===== src/swmm_pkg.sv =====
// shared constants and types for the sliding window min/max block
`default_nettype none

package swmm_pkg;

  localparam int MAX_WINDOW = 64;
  localparam int DATA_WIDTH = 32;

  // window_len register width is fixed by the register map
  localparam int WLEN_W = 7;
  localparam int FILL_W = $clog2(MAX_WINDOW + 1);
  localparam int NUM_CELLS = MAX_WINDOW - 1;
  localparam int IDX_W = (NUM_CELLS > 1) ? $clog2(NUM_CELLS) : 1;

  // configuration port
  localparam int CFG_IDX_W = 8;
  localparam int CFG_DATA_W = 7;
  localparam logic [CFG_IDX_W-1:0] CFG_WINDOW_LEN = CFG_IDX_W'(0);
  localparam logic [CFG_IDX_W-1:0] CFG_OP_MODE = CFG_IDX_W'(1);

  // combine operation codes
  localparam logic MODE_MIN = 1'b0;
  localparam logic MODE_MAX = 1'b1;

  typedef logic signed [DATA_WIDTH-1:0] data_t;

  // running minimum and maximum held by one cell
  typedef struct packed {
    logic signed [DATA_WIDTH-1:0] lo;
    logic signed [DATA_WIDTH-1:0] hi;
  } minmax_t;

endpackage

`default_nettype wire


===== src/swmm_cell.sv =====
// one cell of the min/max chain: folds the new sample into its neighbor's pair
`default_nettype none

module swmm_cell (
  input  wire logic             clk,
  input  wire logic             en,
  input  wire swmm_pkg::data_t   sample,
  input  wire swmm_pkg::minmax_t prev,
  output swmm_pkg::minmax_t      cur
);
  import swmm_pkg::*;

  minmax_t cur_next;

  always_comb begin
    cur_next.lo = (sample < prev.lo) ? sample : prev.lo;
    cur_next.hi = (sample > prev.hi) ? sample : prev.hi;
  end

  always_ff @(posedge clk) begin
    if (en) begin
      cur <= cur_next;
    end
  end

endmodule

`default_nettype wire


===== config.mk =====
export PLATFORM = sky130hd
export DESIGN_NAME = swmm_cell
export DESIGN_NICKNAME = d
export VERILOG_FILES = /design/src/swmm_pkg.sv /design/src/swmm_cell.sv
export SDC_FILE = /design/constraint.sdc
export NUM_CORES = 1
export LEC_CHECK = 0
export ABC_CLOCK_PERIOD_IN_PS = 4500
export BUFFER_PORTS_ARGS = -buffer_cell sky130_fd_sc_hd__buf_2
export CORE_ASPECT_RATIO = 0.8
export CORE_MARGIN = 1
export CORE_UTILIZATION = 45
export DETAILED_ROUTE_END_ITERATION = 10
export PLACE_DENSITY = 0.72
export SLEW_MARGIN = 30
export SYNTH_ARGS = -nofsm -noshare
export SYNTH_HDL_FRONTEND = slang
export SYNTH_SLANG_ARGS = --single-unit

===== constraint.sdc =====
create_clock -name clk -period 4.5 [get_ports clk]
set_clock_uncertainty 0.2 [all_clocks]
set_input_delay 0.225 -clock clk [delete_from_list [all_inputs] [get_ports clk]]
set_output_delay 0.225 -clock clk [all_outputs]
set_load 0.02 [all_outputs]

==> metrics.yaml, run 1 <==
status: "finished clean"
synth_cells: 358
fmax_ghz: 0.283
synth_most_common_cell: "edfxtp_1"
fin_crit_sh: 0.785
ir_drop_v: 0.000242
path_clk_slew_ns: 0.05
num_rows: 32
endpoint_kind: "flop"
finalPower_w: 0.00196
rsz0062_at_grt: "false"
slew_violations: 0
regMostFlops: "cur"
setup_viol: 0
crit_type: "in -> reg"
slew_headroom: 0.459
hpwl_mm: 7.78
wire_per_inst_um: 15.7
yosysWarnings: 0
hold_viol: 0
cts_buffer_depth: 2
fin_crit_ns: 3.53
cts_made_buffers: 9
synth_cell_types: 37
worstPathRequired_ns: 4.38
syn_to_final_growth_pct: 27.8
power.leakage_nw: 2.88
initial_core_util: 0.463
grt_max_degree: 34
cts_sinks: 64
first_iter_violations: 144
drc_errors: 0
dpl_worst_slack_ns: 0.970
instances_no_fill: 655
hp-class: "in -> reg"
dr.pass1.iters: 4
cts_resized: 0
drive_gt1_frac: 0.457
synth_seq_area_share: 0.432
wl_mm: 10.3
largest_reg_flops: 64
critPathLaunchType: "input pin"
die-area_sq_um: 10300
avgViaCountPerCell: 5.10
worst_ep_arrival_time_ns: 3.41
htree_levels: 3
grt_pass1_wl_mm: 16.2
ant_nets: 0
synth_top_area_share: 0.432
ys.flop_type: "edfxtp_1"
die_w_um: 113
grt_overflow_total: 0
antenna_found_initial: 2
synth_commonest_cells: "edfxtp_1, ha_1, inv_1"
clock_tree.root_cell: "clkbuf_16"
dp.cells: 634
final_net_count: 692
synth_area_leaders: "edfxtp_1, ha_1, mux2_4"
reg_top3: "cur (64)"
die_h_um: 91.0
p_per_area_nw_per_um2: 344
first_global_vias: 3471
coreArea_sq_um: 9610
post-cts-setup-buffers: 0
syn_nets: 519
finalSetupTns_ns: 0
synth_area_sq_um: 4450
dr_total_vias: 3342
synth-edff-count: 64
crit_fanout: 31
synth_seq_cells: 64
cap_viol_max_count: 0
worst_pin_slew_ns: 0.810
avgSynthCellArea_sq_um: 12.4
worst_slack_ns: 0.967
ios: 162
antennaDiodeCount: 0
track_usage: 0.204
io_buffer_count: 161
cts_tree: "done"
place.gp.congestion: 0.811
ys_async_sr_fraction: 0
yosys.area.top_type: "edfxtp_1"
-- critical path: stages --
cell           delay (ns)
dlygate4sd3_1        0.52
buf_2                0.11
inv_1                0.04
ha_1                 0.30
a21oi_1              0.15
o21ai_0              0.13
a22o_1               0.20
or4_4                0.51
a21oi_1              0.20
mux2_4               0.61
mux2_2               0.40
-- cell type report --
type                    count  area, sq um
inverters                  63          236
repair buffers            168          871
flip-flops and latches     64         1920
clock buffers              11          233
clock inverters             5         47.5
fillers                   793         3920
well taps                 119          149
multi-input cells         225         2230
-- per-stage QoR --
stage	instance area, sq um	hold slack, ns	util
final	5690	0.0136	0.592
after detailed placement	5360	0.342	0.558
after CTS	5690	0.00110	0.592
after floorplan	4450	0.137	-
after global routing	5690	0.00945	0.592
after global placement	5360	0.344	0.558
-- path summary, 6_finish.rpt --
| check | from | end | slack (ns) | cells past startpoint |
|---|---|---|---|---|
| setup / recovery | prev[51] | cur[32] | 0.97 | 11 |
| hold / removal | prev[34] | cur[34] | 0.01 | 2 |
-- where the power goes --
part           switching [W]  leakage (nW)  internal (W)  total (W)
Sequential         0.0000162         0.626      0.000745   0.000762
Clock               0.000246         0.138      0.000423   0.000669
Combinational       0.000288          2.11      0.000242   0.000530
Total               0.000551          2.88       0.00141    0.00196
-- cells in the final DEF, fill, tap and decap left out, types with 2 or more instances in the layout --
cell type      synthesis  final
clkinv_1               0      2
nor2_1                 3      3
mux2_4                31     31
a211o_1                3      3
clkinv_2               0      2
a21o_1                 7      7
dlygate4sd3_1          0      5
a21oi_1               21     21
mux2_2                33     33
nand2_1                9      9
o21ai_0                6      6
nor2b_1                4      4
nor4_1                 4      4
edfxtp_1              64     64
inv_1                 63     63
nand3_1                4      4
nand2b_1               3      3
ha_1                  63     63
clkbuf_1               3      2
a21oi_2                2      2
nand4_1               11     11
buf_4                  0      2
clkbuf_16              0      9
and3_1                 2      2
buf_2                  0    161
a31oi_1                3      3
-- logic make-up after synthesis --
group                    after synthesis  synth area share
buffers and inverters                 69            0.0691
multiplexers                          65             0.190
flip-flops                            64             0.432
adder cells (fa/ha/maj)               63             0.177
AND/OR/NAND/NOR                       46            0.0601
AO/OA/AOI/OAI                         51            0.0719
-- repair_timing --
action | 4_1_cts | 5_1_grt
endpoints found under the hold margin | 5 | 0
setup endpoints to repair | 0 | 0
hold buffers | 5 | 0
-- routing by layer --
layer	share of wire	global-route usage
met3	0.071	0.0654
met5	0	0
met4	0.010	0.0537
met1	0.44	0.247
met2	0.48	0.350
Power figures use the tool's default switching activity.
==> run 2: changes to the inputs <==
--- a/config.mk
+++ b/config.mk
@@ -5,13 +5,13 @@
 export SDC_FILE = /design/constraint.sdc
 export NUM_CORES = 1
 export LEC_CHECK = 0
-export ABC_CLOCK_PERIOD_IN_PS = 4500
+export ABC_CLOCK_PERIOD_IN_PS = 3200
 export BUFFER_PORTS_ARGS = -buffer_cell sky130_fd_sc_hd__buf_2
 export CORE_ASPECT_RATIO = 0.8
 export CORE_MARGIN = 1
 export CORE_UTILIZATION = 45
 export DETAILED_ROUTE_END_ITERATION = 10
-export PLACE_DENSITY = 0.72
+export PLACE_DENSITY = 0.75
 export SLEW_MARGIN = 30
 export SYNTH_ARGS = -nofsm -noshare
 export SYNTH_HDL_FRONTEND = slang
==> constraint.sdc (replaced) <==
create_clock -name clk -period 3.2 [get_ports clk]
set_clock_uncertainty 0.2 [all_clocks]
set_input_delay 0.16 -clock clk [delete_from_list [all_inputs] [get_ports clk]]
set_output_delay 0.16 -clock clk [all_outputs]
set_load 0.02 [all_outputs]
==> run 2 against run 1 <==
  * Clock-buffer cell count shrank 1
  * First-iteration DRC count grew 58%
  * Sequential power grew 40%
  * Setup slack lost 0.83 ns
  * Critical path depth shrank 1
  * Sequential share of layout area shrank 5.0 points
  * Core utilization grew 10 points
  * Combinational power grew 64%
  * Cell count grew 15%
  * Largest power group unchanged
  * Highest routed layer unchanged
==> metrics.yaml, run 2 (synthesized netlist as in run 1, its figures left out) <==
initial_core_util: 0.463
grt_overflow_total: 0
instances_no_fill: 753
path_clk_slew_ns: 0.05
regMostFlops: "cur"
worstPathRequired_ns: 3.08
status: "finished clean"
slew_headroom: 0.438
drc_errors: 0
reg_top3: "cur (64)"
register_area_sq_um: 1920
grt_max_degree: 34
die_w_um: 113
utilization: 0.696
timing.hold.ws_ns: 0.00390
clock_tree.root_cell: "clkbuf_16"
ir_drop_v: 0.000271
critPathLaunchType: "input pin"
syn_to_final_growth_pct: 50.1
fin_crit_ns: 3.06
layout_common_cells: "buf_2, dlygate4sd3_1, edfxtp_1, inv_1, ha_1"
hold_viol: 0
antenna_found_initial: 0
dr.pass1.iters: 4
finalSetupTns_ns: 0
worst_ep_arrival_time_ns: 2.94
die_h_um: 91.0
wl_mm: 12.2
antennaDiodeCount: 0
first_global_vias: 4096
num_rows: 32
ant_nets: 0
cts_made_buffers: 9
worst_pin_slew_ns: 0.843
final_common_cell: "buf_2"
first_iter_violations: 227
hpwl_mm: 8.18
p_per_area_nw_per_um2: 431
crit_type: "in -> reg"
rsz0062_at_grt: "false"
ios: 162
htree_levels: 3
largest_reg_flops: 64
crit_fanout: 31
slew_violations: 0
wire_per_inst_um: 16.2
final_net_count: 790
die-area_sq_um: 10300
dr_total_vias: 3838
dp.cells: 643
setup_viol: 0
fmax_ghz: 0.326
place.gp.congestion: 0.768
cts_tree: "done"
fin_crit_sh: 0.958
track_usage: 0.249
multi_input_comb_area_sq_um: 2250
fillers: 715
grt_pass1_wl_mm: 19.8
cts_sinks: 64
hp-class: "in -> reg"
finalPower_w: 0.00288
power.leakage_nw: 3.30
drive_gt1_frac: 0.401
io_buffer_count: 161
endpoint_kind: "flop"
avgViaCountPerCell: 5.10
coreArea_sq_um: 9610
cts_buffer_depth: 2
cap_viol_max_count: 0
run 2: worst paths after layout:
path	to	cells after the start	start	slack, ns
max	cur[33]	10	sample[9]	0.14
min	cur[25]	2	sample[25]	0.004
run 2: repair_timing:
action                                  CTS  global route
hold buffers                             94             0
endpoints found under the hold margin    63             0
endpoints found under the setup margin    0            30
setup buffers                             0             0
gates resized for setup                   0             4
run 2: final cells by class:
cell class                 instances  share of cell area
tap                              119              0.0223
timing repair buffer             266               0.276
clock buffer                      10              0.0343
multi-input combinational        225               0.337
sequential                        64               0.287
clock inverter                     6             0.00749
inverter                          63              0.0354
run 2: power breakdown:
part / internal, W / total [W] / switching [W]
clock network: 0.000590 / 0.000939 / 0.000349
registers: 0.00105 / 0.00107 / 0.0000259
logic: 0.000428 / 0.000867 / 0.000440
run 2: metal layers:
metal	GRT usage	up-vias	part of all wire
met2	0.442	119	0.49
met4	0.0866	0	0.016
met3	0.0554	17	0.055
li1	-	1865	-
met1	0.295	1837	0.43
met5	0	-	0
run 2: metrics by stage:
stage	worst slack, ns	instance area, sq um
2_1_floorplan	0.347	4450
3_3_place_gp	-0.0284	5440
3_5_place_dp	-0.0648	5440
4_1_cts	0.0520	6660
5_1_grt	0.0497	6690
6_report	0.135	6690
run 2: critical path: stages:
cell and delay, ns:
dlygate4sd3_1 0.55, buf_2 0.15, ha_1 0.31, a21o_1 0.18
nand3_1 0.07, a21oi_1 0.06, a211o_1 0.31, a211o_1 0.31
mux2_8 0.47, mux2_4 0.35
